### config.mk
export PLATFORM = sky130hd
export DESIGN_NAME = polygon_corner_bezier_fitter_unit
export DESIGN_NICKNAME = d
export VERILOG_FILES = /design/src/pcbf_pkg.sv /design/src/pcbf_front.sv /design/src/pcbf_queue.sv /design/src/pcbf_back.sv /design/src/polygon_corner_bezier_fitter_unit.sv
export SDC_FILE = /design/constraint.sdc
export NUM_CORES = 2
export LEC_CHECK = 0
export BUFFER_PORTS_ARGS = -buffer_cell sky130_fd_sc_hd__buf_2
export CAP_MARGIN = 40
export CORE_MARGIN = 3
export CORE_UTILIZATION = 55
export DETAILED_ROUTE_END_ITERATION = 12
export PLACE_DENSITY = 0.74
export SLEW_MARGIN = 20
export SYNTH_ARGS = -nofsm -noshare
export SYNTH_HDL_FRONTEND = slang
export SYNTH_HIERARCHICAL = 1
export SYNTH_SLANG_ARGS = --single-unit
### constraint.sdc
create_clock -name clk -period 41.1 [get_ports clk]
set_input_delay 12.33 -clock clk [delete_from_list [all_inputs] [get_ports clk]]
set_output_delay 12.33 -clock clk [all_outputs]
set_load 0.02 [all_outputs]
### src/pcbf_pkg.sv
// pcbf_pkg: shared widths, constants, types and helpers for the corner bezier fitter
// used by pcbf_front, pcbf_queue, pcbf_back and the top level
// no dependencies
`default_nettype none
package pcbf_pkg;
	// coordinate and fixed point widths
	localparam int CB  = 12;
	localparam int FB  = 8;
	localparam int XW  = 12;
	localparam int OW  = 20;
	localparam int PW  = CB + FB;
	localparam int DFW = CB + 1;
	localparam int AW  = 2 * CB + 3;
	localparam int NW  = CB + 3;
	localparam int N7W = CB + 7;
	localparam int DW  = (CB + 6 > 24) ? CB + 6 : 24;
	localparam int CW  = CB + 32;
	localparam int TW  = 32;
	localparam int DIV_STEPS = TW / 2;
	localparam int DCW = $clog2(DIV_STEPS);

	// clamp at t = 0.7761425
	localparam logic [DW-1:0] CLAMP_NUM = DW'(7761425);
	localparam logic [DW-1:0] CLAMP_DEN = DW'(10000000);
	localparam logic signed [CW-1:0] K_N7 = CW'(10000000);
	localparam logic signed [CW-1:0] K_A  = CW'(46568550);
	localparam logic [CB+TW:0] RND = (CB+TW+1)'(1) << (TW - 1 - FB);

	// stream widths
	localparam int IN_TDATA_W  = ((2 * XW + 7) / 8) * 8;
	localparam int OUT_TDATA_W = ((8 * OW + 7) / 8) * 8;

	typedef struct packed {
		logic [CB-1:0] x;
		logic [CB-1:0] y;
	} vtx_t;

	typedef enum logic {JOB_LINE, JOB_CORNER} job_kind_t;

	typedef struct packed {
		job_kind_t     kind;
		logic          last;
		vtx_t          pi;
		vtx_t          pj;
		vtx_t          pv;
		logic [PW-1:0] p0x;
		logic [PW-1:0] p0y;
		logic [PW-1:0] p3x;
		logic [PW-1:0] p3y;
	} job_t;

	typedef struct packed {
		logic [OW-1:0] sx;
		logic [OW-1:0] sy;
		logic [OW-1:0] ax;
		logic [OW-1:0] ay;
		logic [OW-1:0] bx;
		logic [OW-1:0] by;
		logic [OW-1:0] ex;
		logic [OW-1:0] ey;
		logic          last;
	} curve_t;

	// integer coordinate to fixed point
	function automatic logic [PW-1:0] fix(input logic [CB-1:0] c);
		return {c, {FB{1'b0}}};
	endfunction

	// exact midpoint of two integer coordinates in fixed point
	function automatic logic [PW-1:0] mid(input logic [CB-1:0] a, input logic [CB-1:0] b);
		logic [CB:0] s;
		s = {1'b0, a} + {1'b0, b};
		return PW'({s, {(FB-1){1'b0}}});
	endfunction

	// straight curve a->b, both control points at the midpoint
	function automatic curve_t line(input logic [PW-1:0] ax, input logic [PW-1:0] ay,
			input logic [PW-1:0] bx, input logic [PW-1:0] by, input logic last);
		curve_t c;
		logic [PW:0] mx;
		logic [PW:0] my;
		mx = ({1'b0, ax} + {1'b0, bx}) >> 1;
		my = ({1'b0, ay} + {1'b0, by}) >> 1;
		c.sx = OW'(ax);
		c.sy = OW'(ay);
		c.ax = OW'(mx);
		c.ay = OW'(my);
		c.bx = OW'(mx);
		c.by = OW'(my);
		c.ex = OW'(bx);
		c.ey = OW'(by);
		c.last = last;
		return c;
	endfunction
endpackage
`default_nettype wire

### src/pcbf_front.sv
// pcbf_front: accepts vertices, keeps the vertex window and builds corner jobs
// depends on pcbf_pkg
`default_nettype none
module pcbf_front (
	input  wire logic                      clk,
	input  wire logic                      arst_n,
	input  wire logic                      in_valid,
	output logic                           in_ready,
	input  wire logic [pcbf_pkg::XW-1:0]   in_x,
	input  wire logic [pcbf_pkg::XW-1:0]   in_y,
	input  wire logic                      in_last,
	input  wire logic                      q_full,
	output logic                           push,
	output pcbf_pkg::job_t                 job
);
	logic [1:0]      seen_q;
	pcbf_pkg::vtx_t  first_q;
	pcbf_pkg::vtx_t  older_q;
	pcbf_pkg::vtx_t  newer_q;
	pcbf_pkg::vtx_t  v;
	logic            acc;

	assign in_ready = !q_full;
	assign acc = in_valid && in_ready;

	// job for the corner at the middle vertex, or the two vertex line
	always_comb begin
		v.x = pcbf_pkg::CB'(in_x);
		v.y = pcbf_pkg::CB'(in_y);
		push = acc && (seen_q[1] || (seen_q == 2'd1 && in_last));
		job.kind = (seen_q == 2'd1) ? pcbf_pkg::JOB_LINE : pcbf_pkg::JOB_CORNER;
		job.last = in_last;
		job.pi = older_q;
		job.pj = newer_q;
		job.pv = v;
		if (seen_q == 2'd3) begin
			job.p0x = pcbf_pkg::mid(older_q.x, newer_q.x);
			job.p0y = pcbf_pkg::mid(older_q.y, newer_q.y);
		end else begin
			job.p0x = pcbf_pkg::fix(first_q.x);
			job.p0y = pcbf_pkg::fix(first_q.y);
		end
		if (in_last) begin
			job.p3x = pcbf_pkg::fix(v.x);
			job.p3y = pcbf_pkg::fix(v.y);
		end else begin
			job.p3x = pcbf_pkg::mid(v.x, newer_q.x);
			job.p3y = pcbf_pkg::mid(v.y, newer_q.y);
		end
	end

	// vertex window and count
	always_ff @(posedge clk or negedge arst_n) begin
		if (!arst_n) begin
			seen_q  <= 2'd0;
			first_q <= '0;
			older_q <= '0;
			newer_q <= '0;
		end else if (acc) begin
			case (seen_q)
				2'd0: begin
					first_q <= v;
					newer_q <= v;
					seen_q  <= in_last ? 2'd0 : 2'd1;
				end
				2'd1: begin
					if (in_last) begin
						seen_q <= 2'd0;
					end else begin
						older_q <= newer_q;
						newer_q <= v;
						seen_q  <= 2'd2;
					end
				end
				default: begin
					older_q <= newer_q;
					newer_q <= v;
					seen_q  <= in_last ? 2'd0 : 2'd3;
				end
			endcase
		end
	end
endmodule
`default_nettype wire

### src/pcbf_queue.sv
// pcbf_queue: two entry job queue between front and back
// depends on pcbf_pkg
`default_nettype none
module pcbf_queue (
	input  wire logic           clk,
	input  wire logic           arst_n,
	input  wire logic           push,
	input  wire pcbf_pkg::job_t din,
	output logic                full,
	input  wire logic           pop,
	output pcbf_pkg::job_t      dout,
	output logic                not_empty
);
	pcbf_pkg::job_t mem_q [2];
	logic           wptr_q;
	logic           rptr_q;
	logic [1:0]     count_q;

	assign full = count_q[1];
	assign not_empty = count_q != 2'd0;
	assign dout = mem_q[rptr_q];

	// entry storage
	always_ff @(posedge clk) begin
		if (push) begin
			mem_q[wptr_q] <= din;
		end
	end

	// pointers and fill count
	always_ff @(posedge clk or negedge arst_n) begin
		if (!arst_n) begin
			wptr_q  <= 1'b0;
			rptr_q  <= 1'b0;
			count_q <= 2'd0;
		end else begin
			if (push) begin
				wptr_q <= !wptr_q;
			end
			if (pop) begin
				rptr_q <= !rptr_q;
			end
			count_q <= count_q + {1'b0, push} - {1'b0, pop};
		end
	end
endmodule
`default_nettype wire

### src/pcbf_back.sv
// pcbf_back: corner sequencer with area, clamp compare, radix-4 divider and offsets
// depends on pcbf_pkg; takes jobs from pcbf_queue, drives the output register
`default_nettype none
module pcbf_back (
	input  wire logic             clk,
	input  wire logic             arst_n,
	input  wire logic             not_empty,
	input  wire pcbf_pkg::job_t   jin,
	output logic                  pop,
	output logic                  out_valid,
	input  wire logic             out_ready,
	output pcbf_pkg::curve_t      out_curve
);
	typedef enum logic [3:0] {
		ST_IDLE, ST_AREA, ST_CLS, ST_CMP, ST_SEL, ST_DIV, ST_OFF, ST_EMIT_A, ST_EMIT_B
	} state_t;

	state_t                               state_q;
	pcbf_pkg::job_t                       job_q;
	logic signed [2*pcbf_pkg::DFW-1:0]    prod1_q;
	logic signed [2*pcbf_pkg::DFW-1:0]    prod2_q;
	logic [pcbf_pkg::CB:0]                den_q;
	logic [pcbf_pkg::NW-1:0]              a_q;
	logic signed [pcbf_pkg::N7W-1:0]      n7_q;
	logic                                 sharp_q;
	logic signed [pcbf_pkg::CW-1:0]       lhs_q;
	logic signed [pcbf_pkg::CW-1:0]       rhs_q;
	logic [pcbf_pkg::DW-1:0]              rem_q;
	logic [pcbf_pkg::DW-1:0]              dd_q;
	logic [pcbf_pkg::TW-1:0]              t_q;
	logic [pcbf_pkg::DCW-1:0]             cnt_q;
	logic [2:0]                           idx_q;
	logic [pcbf_pkg::CB+pcbf_pkg::TW-1:0] mprod_q;
	logic [pcbf_pkg::OW-1:0]              ctrl_q [4];
	logic                                 out_valid_q;
	pcbf_pkg::curve_t                     out_q;

	logic signed [pcbf_pkg::DFW-1:0]      dx;
	logic signed [pcbf_pkg::DFW-1:0]      dy;
	logic signed [pcbf_pkg::DFW-1:0]      ex;
	logic signed [pcbf_pkg::DFW-1:0]      ey;
	logic signed [pcbf_pkg::AW-1:0]       area;
	logic [pcbf_pkg::AW-1:0]              afull;
	logic                                 sharp;
	logic [pcbf_pkg::NW+2:0]              a7;
	logic [pcbf_pkg::DW:0]                st1;
	logic [pcbf_pkg::DW:0]                st2;
	logic signed [pcbf_pkg::DFW-1:0]      doff;
	logic [pcbf_pkg::PW-1:0]              base;
	logic [pcbf_pkg::CB+pcbf_pkg::TW:0]   rsum;
	logic [pcbf_pkg::PW:0]                rr;
	logic signed [pcbf_pkg::PW+1:0]       csum;
	logic                                 emit_go;
	pcbf_pkg::curve_t                     nxt;

	// magnitude of a coordinate difference
	function automatic logic [pcbf_pkg::CB-1:0] absd(input logic signed [pcbf_pkg::DFW-1:0] d);
		return d[pcbf_pkg::DFW-1] ? pcbf_pkg::CB'(-d) : pcbf_pkg::CB'(d);
	endfunction

	// one restoring divider step: quotient bit over new remainder
	function automatic logic [pcbf_pkg::DW:0] div_step(input logic [pcbf_pkg::DW-1:0] r,
			input logic [pcbf_pkg::DW-1:0] d);
		logic [pcbf_pkg::DW:0] r2;
		r2 = {r, 1'b0};
		if (r2 >= {1'b0, d}) begin
			r2 = r2 - {1'b0, d};
			return {1'b1, r2[pcbf_pkg::DW-1:0]};
		end
		return {1'b0, r2[pcbf_pkg::DW-1:0]};
	endfunction

	assign pop = (state_q == ST_IDLE) && not_empty;
	assign out_valid = out_valid_q;
	assign out_curve = out_q;
	assign emit_go = (state_q == ST_EMIT_A || state_q == ST_EMIT_B)
		&& (!out_valid_q || out_ready);

	// corner geometry and arithmetic helpers
	always_comb begin
		dx = $signed({1'b0, job_q.pv.x}) - $signed({1'b0, job_q.pi.x});
		dy = $signed({1'b0, job_q.pv.y}) - $signed({1'b0, job_q.pi.y});
		ex = $signed({1'b0, job_q.pj.x}) - $signed({1'b0, job_q.pi.x});
		ey = $signed({1'b0, job_q.pj.y}) - $signed({1'b0, job_q.pi.y});
		area = pcbf_pkg::AW'(prod1_q) - pcbf_pkg::AW'(prod2_q);
		afull = area[pcbf_pkg::AW-1] ? pcbf_pkg::AW'(-area) : pcbf_pkg::AW'(area);
		sharp = (den_q == '0) || (afull >= pcbf_pkg::AW'({den_q, 2'b00}));
		a7 = {afull[pcbf_pkg::NW-1:0], 3'b000} - (pcbf_pkg::NW+3)'(afull[pcbf_pkg::NW-1:0]);
		st1 = div_step(rem_q, dd_q);
		st2 = div_step(st1[pcbf_pkg::DW-1:0], dd_q);
		case (idx_q[2:1])
			2'd0: begin
				doff = ex;
				base = pcbf_pkg::fix(job_q.pi.x);
			end
			2'd1: begin
				doff = ey;
				base = pcbf_pkg::fix(job_q.pi.y);
			end
			2'd2: begin
				doff = $signed({1'b0, job_q.pj.x}) - $signed({1'b0, job_q.pv.x});
				base = pcbf_pkg::fix(job_q.pv.x);
			end
			default: begin
				doff = $signed({1'b0, job_q.pj.y}) - $signed({1'b0, job_q.pv.y});
				base = pcbf_pkg::fix(job_q.pv.y);
			end
		endcase
		rsum = {1'b0, mprod_q} + pcbf_pkg::RND;
		rr = rsum[pcbf_pkg::CB+pcbf_pkg::TW:pcbf_pkg::TW-pcbf_pkg::FB];
		if (doff[pcbf_pkg::DFW-1]) begin
			csum = $signed({2'b00, base}) - $signed({1'b0, rr});
		end else begin
			csum = $signed({2'b00, base}) + $signed({1'b0, rr});
		end
	end

	// result selection
	always_comb begin
		if (job_q.kind == pcbf_pkg::JOB_LINE) begin
			nxt = pcbf_pkg::line(job_q.p0x, job_q.p0y, job_q.p3x, job_q.p3y, job_q.last);
		end else if (sharp_q && state_q == ST_EMIT_A) begin
			nxt = pcbf_pkg::line(job_q.p0x, job_q.p0y, pcbf_pkg::fix(job_q.pj.x),
				pcbf_pkg::fix(job_q.pj.y), 1'b0);
		end else if (sharp_q) begin
			nxt = pcbf_pkg::line(pcbf_pkg::fix(job_q.pj.x), pcbf_pkg::fix(job_q.pj.y),
				job_q.p3x, job_q.p3y, job_q.last);
		end else begin
			nxt.sx = pcbf_pkg::OW'(job_q.p0x);
			nxt.sy = pcbf_pkg::OW'(job_q.p0y);
			nxt.ax = ctrl_q[0];
			nxt.ay = ctrl_q[1];
			nxt.bx = ctrl_q[2];
			nxt.by = ctrl_q[3];
			nxt.ex = pcbf_pkg::OW'(job_q.p3x);
			nxt.ey = pcbf_pkg::OW'(job_q.p3y);
			nxt.last = job_q.last;
		end
	end

	// datapath registers
	always_ff @(posedge clk) begin
		if (pop) begin
			job_q <= jin;
		end
		if (emit_go) begin
			out_q <= nxt;
		end
		case (state_q)
			ST_AREA: begin
				prod1_q <= ex * dy;
				prod2_q <= dx * ey;
				den_q <= {1'b0, absd(dx)} + {1'b0, absd(dy)};
			end
			ST_CLS: begin
				sharp_q <= sharp;
				a_q <= afull[pcbf_pkg::NW-1:0];
				n7_q <= $signed(pcbf_pkg::N7W'(a7) - pcbf_pkg::N7W'({den_q, 2'b00}));
			end
			ST_CMP: begin
				lhs_q <= pcbf_pkg::CW'(n7_q) * pcbf_pkg::K_N7;
				rhs_q <= $signed(pcbf_pkg::CW'(a_q)) * pcbf_pkg::K_A;
			end
			ST_SEL: begin
				if (lhs_q < rhs_q) begin
					rem_q <= pcbf_pkg::CLAMP_NUM;
					dd_q  <= pcbf_pkg::CLAMP_DEN;
				end else begin
					rem_q <= pcbf_pkg::DW'($unsigned(n7_q));
					dd_q  <= pcbf_pkg::DW'({a_q, 2'b00}) + pcbf_pkg::DW'({a_q, 1'b0});
				end
				t_q <= '0;
			end
			ST_DIV: begin
				rem_q <= st2[pcbf_pkg::DW-1:0];
				t_q <= {t_q[pcbf_pkg::TW-3:0], st1[pcbf_pkg::DW], st2[pcbf_pkg::DW]};
			end
			ST_OFF: begin
				if (!idx_q[0]) begin
					mprod_q <= pcbf_pkg::CB'(absd(doff)) * t_q;
				end else begin
					ctrl_q[idx_q[2:1]] <= pcbf_pkg::OW'(csum);
				end
			end
			default: begin
			end
		endcase
	end

	// sequencer and output valid
	always_ff @(posedge clk or negedge arst_n) begin
		if (!arst_n) begin
			state_q <= ST_IDLE;
			cnt_q <= '0;
			idx_q <= '0;
			out_valid_q <= 1'b0;
		end else begin
			if (emit_go) begin
				out_valid_q <= 1'b1;
			end else if (out_ready) begin
				out_valid_q <= 1'b0;
			end
			unique case (state_q)
				ST_IDLE: begin
					if (pop) begin
						state_q <= ST_AREA;
					end
				end
				ST_AREA: begin
					state_q <= (job_q.kind == pcbf_pkg::JOB_LINE) ? ST_EMIT_A : ST_CLS;
				end
				ST_CLS: begin
					state_q <= sharp ? ST_EMIT_A : ST_CMP;
				end
				ST_CMP: begin
					state_q <= ST_SEL;
				end
				ST_SEL: begin
					cnt_q <= '0;
					state_q <= ST_DIV;
				end
				ST_DIV: begin
					cnt_q <= cnt_q + 1'b1;
					if (cnt_q == pcbf_pkg::DCW'(pcbf_pkg::DIV_STEPS - 1)) begin
						idx_q <= '0;
						state_q <= ST_OFF;
					end
				end
				ST_OFF: begin
					idx_q <= idx_q + 1'b1;
					if (idx_q == 3'd7) begin
						state_q <= ST_EMIT_A;
					end
				end
				ST_EMIT_A: begin
					if (emit_go) begin
						state_q <= (job_q.kind == pcbf_pkg::JOB_CORNER && sharp_q)
							? ST_EMIT_B : ST_IDLE;
					end
				end
				ST_EMIT_B: begin
					if (emit_go) begin
						state_q <= ST_IDLE;
					end
				end
				default: begin
					state_q <= ST_IDLE;
				end
			endcase
		end
	end

	// divider keeps a nonzero divisor and a remainder below it
	a_div_den: assert property (@(posedge clk) disable iff (!arst_n)
		state_q == ST_DIV |-> dd_q != '0)
		else $error("divider entered with zero divisor");
	a_div_rem: assert property (@(posedge clk) disable iff (!arst_n)
		state_q == ST_DIV |-> rem_q < dd_q)
		else $error("divider remainder not below divisor");
	a_pop_idle: assert property (@(posedge clk) disable iff (!arst_n)
		pop |=> state_q == ST_AREA)
		else $error("job taken while sequencer busy");
	a_emit_b: assert property (@(posedge clk) disable iff (!arst_n)
		state_q == ST_EMIT_B |-> sharp_q && job_q.kind == pcbf_pkg::JOB_CORNER)
		else $error("second result on a non sharp job");
endmodule
`default_nettype wire

### src/polygon_corner_bezier_fitter_unit.sv
// latency: a two vertex path passes the back sequencer through ST_AREA and ST_EMIT_A,
// a sharp corner through ST_AREA, ST_CLS, ST_EMIT_A and ST_EMIT_B, a smoothed corner
// through ST_AREA, ST_CLS, ST_CMP, ST_SEL, the radix-4 divider, the offsets, ST_EMIT_A
// throughput: one job at a time in the back sequencer, whose emit states wait while the
// output is held; a two entry job queue lets vertices arrive meanwhile
// reset: arst_n clears the vertex window, the queue and the output valid flag at once
`default_nettype none
module polygon_corner_bezier_fitter_unit (
	input  wire logic                                clk,
	input  wire logic                                arst_n,
	input  wire logic                                s_axis_tvalid,
	output logic                                     s_axis_tready,
	// vertex_x [11:0], vertex_y [23:12]
	input  wire logic [pcbf_pkg::IN_TDATA_W-1:0]     s_axis_tdata,
	input  wire logic                                s_axis_tlast,
	output logic                                     m_axis_tvalid,
	input  wire logic                                m_axis_tready,
	// start_x, start_y, ctrl1_x, ctrl1_y, ctrl2_x, ctrl2_y, end_x, end_y, 20 bits each
	output logic [pcbf_pkg::OUT_TDATA_W-1:0]         m_axis_tdata,
	output logic                                     m_axis_tlast
);
	logic              push;
	logic              pop;
	logic              q_full;
	logic              not_empty;
	pcbf_pkg::job_t    job_in;
	pcbf_pkg::job_t    job_out;
	pcbf_pkg::curve_t  curve;

	// vertex front end
	pcbf_front u_front (
		.clk      (clk),
		.arst_n   (arst_n),
		.in_valid (s_axis_tvalid),
		.in_ready (s_axis_tready),
		.in_x     (s_axis_tdata[pcbf_pkg::XW-1:0]),
		.in_y     (s_axis_tdata[2*pcbf_pkg::XW-1:pcbf_pkg::XW]),
		.in_last  (s_axis_tlast),
		.q_full   (q_full),
		.push     (push),
		.job      (job_in)
	);

	// job queue
	pcbf_queue u_queue (
		.clk       (clk),
		.arst_n    (arst_n),
		.push      (push),
		.din       (job_in),
		.full      (q_full),
		.pop       (pop),
		.dout      (job_out),
		.not_empty (not_empty)
	);

	// corner back end
	pcbf_back u_back (
		.clk       (clk),
		.arst_n    (arst_n),
		.not_empty (not_empty),
		.jin       (job_out),
		.pop       (pop),
		.out_valid (m_axis_tvalid),
		.out_ready (m_axis_tready),
		.out_curve (curve)
	);

	// result packing
	assign m_axis_tdata = pcbf_pkg::OUT_TDATA_W'({curve.ey, curve.ex, curve.by, curve.bx,
		curve.ay, curve.ax, curve.sy, curve.sx});
	assign m_axis_tlast = curve.last;
endmodule
`default_nettype wire

### Yosys cells after proc, flatten, opt, wreduce, memory -nomap -nowiden

Memory sizes are Yosys's and may differ from the RTL's. A register that Yosys moved wholly into a read port is not among the register bits.
Cells that the tools add are included.

* memories kept: 2
* RAM bits: 388
* output and inout bits: 163
* bits in registers: 555
* input port bits: 29

Memory list
* u_queue.mem_q: words 2, width 154, rd ports 1, clocked after memory_dff 1, wr ports 1, line pcbf_queue.sv:14 `pcbf_pkg::job_t mem_q [2];`
* u_back.ctrl_q: words 4, width 20, rd ports 4, clocked after memory_dff 0, wr ports 1, line pcbf_back.sv:34 `logic [pcbf_pkg::OW-1:0] ctrl_q [4];`

* reductions and logical operators: 29
* bitwise logic cells: 2
* multiply operators: 5
* equality and inequality tests: 20
* multiplexer cells: 51
* $add $sub $neg: 34
* magnitude comparators: 4

Operator list (number)
* $mux 161: 3
* $add 20x20->21: 6
* $mux 24: 5
* $mux 25: 4
* $pmux 24 s2: 2
* $mux 40: 2
* $sub 12x12->13: 6
* $add 12x12->13: 5
* $pmux 32 s2: 1
* $pmux 20 s3: 1
* $mul 13x13->26: 2
* $ge 25x24->1: 2
* $sub 24x24->24: 2
* $add 44x24->44 const B: 1
* $lt 44x44->1: 1
* $mul 12x32->44: 1
* $mul 15x25->40 const B: 1
* $pmux 13 s3: 1
* $mul 19x18->37 const B: 1
* $mux 12: 3
* $neg 12->12: 3
* $pmux 4 s9: 1
* $ge 27x15->1: 1
* $mux 27: 1
* 40 further kinds: 89

### Longest topological paths before layout

* depth after elaboration: 7
* gate-level depth with buffers: 40
* mapped depth without buffers: 38

### Hierarchy

Netlist, hierarchy kept.

Modules (own cells, without submodules)
* pcbf_back: area each 75539.9 µm², seq. area each 20269.4 µm², times used 1, cells an instance 7520
* pcbf_queue: area each 11392.2 µm², seq. area each 9349.0 µm², times used 1, cells an instance 493
* pcbf_front: area each 5808.1 µm², seq. area each 1851.8 µm², times used 1, cells an instance 607

### Least setup slack after synthesis

OpenSTA, ideal clock, no wires.

* path kind: input -> register
* start point: in s_axis_tlast
* end point: mem u_queue/mem_q[0][0] (netlist bit), enable pin
* slack: 20.515 ns
* library setup time: 0.688 ns
* arrival: 19.896 ns
* data required time: 40.412 ns
* stages on the path: 5
* cell sequence: clkbuf_1 -> clkbuf_1 -> a21oi_1 -> nor2_1 -> nor2b_1

* longest elaborated chain between the ends: 5

RTL lines
* start: declaration: line polygon_corner_bezier_fitter_unit.sv:15 `input wire logic s_axis_tlast,`
* $logic_and 1x1->1: line pcbf_front.sv:30 `push = acc && (seen_q[1] || (seen_q == 2'd1 && in_last));`
* $logic_or 1x1->1: line pcbf_front.sv:30
* $logic_and 1x1->1: line pcbf_front.sv:30
* via push: line polygon_corner_bezier_fitter_unit.sv:22 `logic push;`
* $mux 1: line pcbf_queue.sv:25 `if (push) begin`
* $mux 1 (implied by the code): line pcbf_queue.sv:26 `mem_q[wptr_q] <= din;`
* end: declaration: line pcbf_queue.sv:14

The timed path passes the listed nets, and every way through them passes these cells.

### Worst setup path after layout

* start point: in m_axis_tready
* end point: reg u_back.out_q, in the netlist u_back/out_curve[5], enable pin

* longest elaborated chain between the ends: 2

RTL lines
* start: declaration: line polygon_corner_bezier_fitter_unit.sv:17 `input wire logic m_axis_tready,`
* $logic_or 1x1->1: line pcbf_back.sv:77 `&& (!out_valid_q || out_ready);`
* $logic_and 1x1->1: line pcbf_back.sv:77
* via u_back.emit_go: line pcbf_back.sv:53 `logic emit_go;`
* end signal: assignment: line pcbf_back.sv:147 `out_q <= nxt;`
* end: declaration: line pcbf_back.sv:36 `pcbf_pkg::curve_t out_q;`

The timed path passes the listed nets, and every way through them passes these cells.
A chain may end at the register's enable or synchronous reset.

==> flow_summary.yaml <==
worst_setup_path:
  crit_path_max_fanout: 58
  end_kind: "flop"
  rrSetupSlack_ns: 29.77
  crit_family: "buffers and inverters"
  crit_slowest_cell: "nor2b_4"
  start_kind: "input port"
  critPathKind: "input port to flop"
  critPathBufInv: 5
  cp.required_ns: 41.55
  slowest_delay_ns: 0.60
  worstPathArrival_ns: 14.78
  path_cells: "buf_2 -> nand2b_1 -> nor2b_4 -> buf_4 -> buf_16 -> buf_4 -> buf_16"
finish:
  fillers: 13600
  final_cell_mix: "1,319 x inv_1, 973 x edfxtp_1, 916 x ha_1, 843 x fa_1, 725 x nand2_1"
  area_growth_pct: 8.02
  final_common_cell: "inv_1"
  layout-drive-gt1-share_pct: 9.92
  nets: 10600
synthesis:
  synth_area_um2: 92700
  synth_warnings: 6
  yosysSeqAreaShare_pct: 33.9
  synth_edf_count: 973
  ys_types: 111
  async_reset_ff_share_pct: 8.47
  syn_inst: 8620
  synth_area_per_cell_um2: 10.8
  ys_ff_latch: 1063
  ys.flop_type: "edfxtp_1"
place:
  port_buffers: 191
  dp_hpwl_mm: 192
  gp_congestion: 0.986
floorplan:
  placementRows: 150
  die_width_um: 417
  dieArea_um2: 174000
  die_h_um: 417
  core_area_um2: 167000
  start_util_pct: 55.4
  ioPinCount: 192
sta:
  finClkSkew_ns: 0.0807
  rsz0062_at_grt: "false"
  clock.fmax_mhz: 69.8
  fin_crit_ns: 14.33
  fin_tns_setup_ns: 0
  finalSetupViolations: 0
  tightest_slew_ns: 0.992
  hold_viol_final: 0
  relSlewSlack_pct: 33.4
  finalCritPeriodShare_pct: 34.9
  slew_violations: 0
clock_tree:
  cts_buffer_depth: 3
  cts_sinks: 1063
  clk_latency_ns: 0.79
  cts_tree: "built"
  post_cts_buffers: 0
  cts_hold_buf: 0
  cts_buffers: 112
  cts_root_buf: "clkbuf_16"
  post_cts_resized: 0
  htree_levels: 3
  clkSlewWorstSetupHoldPaths_ns: 0.06
detailed_routing:
  drt_wl_total_mm: 242
  drt_iter0_markers: 5165
  drc: 0
  vias_per_cell: 5.75
  drtPass1Iterations: 5
  vias: 63700
  wl_per_cell_um: 21.8
  ant_nets: 0
global_routing:
  grt_pass1_vias: 64600
  grt_start_max_net_pins: 149
  grt_antenna_before_repair: 13
  grt_pass1_wl_mm: 374
  overflow: 0
  track_usage_pct: 28.0
status:
  status: "finished, final reports clean"
run:
  cap_violations: 0
hold_path:
  hp-class: "flop to flop"
-- layout make-up --
cell class | instances | area (um^2) | share of cell area (%)
clock inverter | 83 | 907 | 0.905
antenna | 7 | 17.5 | 0.0175
multi-input combinational | 5966 | 55100 | 55.0
tap | 2204 | 2760 | 2.75
clock buffer | 128 | 2860 | 2.86
sequential | 1063 | 31500 | 31.4
inverter | 1327 | 4980 | 4.97
timing repair buffer | 305 | 2070 | 2.07
-- path summary, 6_finish.rpt --
check / startpoint / to / depth (start not counted)
setup / recovery: m_axis_tready / u_back/out_curve[5] / 7
hold / removal: u_front/job[145] / u_queue/mem_q[0][145] / 0
setup reg to reg: u_back/job_q[105] / u_back/mprod_q[37] / 36
hold reg to reg: u_front/job[145] / u_queue/mem_q[0][145] / 0
max in group asynchronous: arst_n / u_queue/rptr_q / 2
min in group asynchronous: arst_n / u_front/job[106] / 1
-- per-layer routing --
layer	global-route usage (%)	vias up	routed length (um)
li1	-	29300	-
met1	35.6	31500	94700
met2	46.2	2333	116000
met3	4.44	643	16400
met4	14.8	8	15400
met5	0	-	53
-- through the flow --
stage / cell area, um^2 / hold WS [ns] / std cells / setup slack (ns) / util [%]
6_report: 100000 / 0.507 / 11100 / 26.77 / 59.8
3_3_place_gp: 95900 / 0.477 / 10800 / 25.38 / 57.3
2_1_floorplan: 92800 / 0.455 / 8647 / 20.52 / -
3_5_place_dp: 96300 / 0.496 / 10900 / 25.84 / 57.5
4_1_cts: 100000 / 0.506 / 11100 / 26.67 / 59.8
5_1_grt: 100000 / 0.519 / 11100 / 26.68 / 59.8
-- worst reg2reg max path: cells and delay by family (launching register included) --
family | cells | cell delay (ns)
buffers and inverters | 5 | 1.16
and+or+nand+nor | 7 | 1.06
AOI/OAI and AO/OA | 12 | 3.48
adders and majority gates | 7 | 3.52
muxes | 2 | 0.67
DFF | 1 | 0.67
xor gates and xnor gates | 3 | 0.50
-- logic make-up after synthesis --
family                   count (synthesis)  synth area share [%]
AND/OR/NAND/NOR                       1992                  10.2
buffers and inverters                 1618                  6.97
AO/OA/AOI/OAI                         1341                  9.21
XOR/XNOR                               525                  4.97
multiplexers                           321                  4.11
other                                    1               0.00404
adder cells (fa/ha/maj)               1759                  30.6
flip-flops                            1063                  33.9
-- registers in the layout, summed over array words and instances (netlist names), 21 cells and up --
| name | count |
|---|---|
| u_queue/mem_q | 308 |
| u_back/out_curve | 161 |
| u_back/job_q | 154 |
| u_back/ctrl_q | 80 |
| u_front/job | 48 |
| u_back/rhs_q | 39 |
| u_back/lhs_q | 37 |
| u_back/t_q | 32 |
| u_back/prod1_q | 26 |
| u_back/prod2_q | 26 |
| u_back/rem_q | 24 |
| u_front/first_q | 24 |
| u_back/mprod_q | 21 |
-- synth_stat cells, types with 16 or more instances --
cell type,number,area share (%)
mux2_1,20,0.24
mux2_2,258,3.1
nor2_1,427,1.7
nand2b_1,116,0.78
o21a_1,38,0.31
o31ai_1,27,0.22
a21oi_1,370,2.0
o21bai_1,52,0.42
edfxtp_1,973,32
o21ai_1,20,0.11
o22ai_1,24,0.16
or3_1,28,0.19
a211oi_1,39,0.32
nand2_1,725,2.9
fa_1,843,18
buf_1,16,0.065
or2_2,30,0.20
a21o_1,159,1.3
a31oi_1,50,0.34
inv_1,1320,5.3
nor2b_1,203,1.4
mux4_2,20,0.49
and2_1,121,0.82
a21boi_0,23,0.19
clkbuf_1,187,0.76
nand4_1,27,0.18
mux2i_1,22,0.24
o21ai_0,337,1.8
xor2_1,165,1.6
dfrtp_1,90,2.4
xnor2_1,359,3.4
ha_1,916,12
o211ai_1,18,0.15
buf_4,54,0.44
and3_1,71,0.48
nor3_1,90,0.49
nand3_1,86,0.46
Power is not shown: default switching activity piles up to over one toggle a cycle in this logic, so the estimate is an artifact.
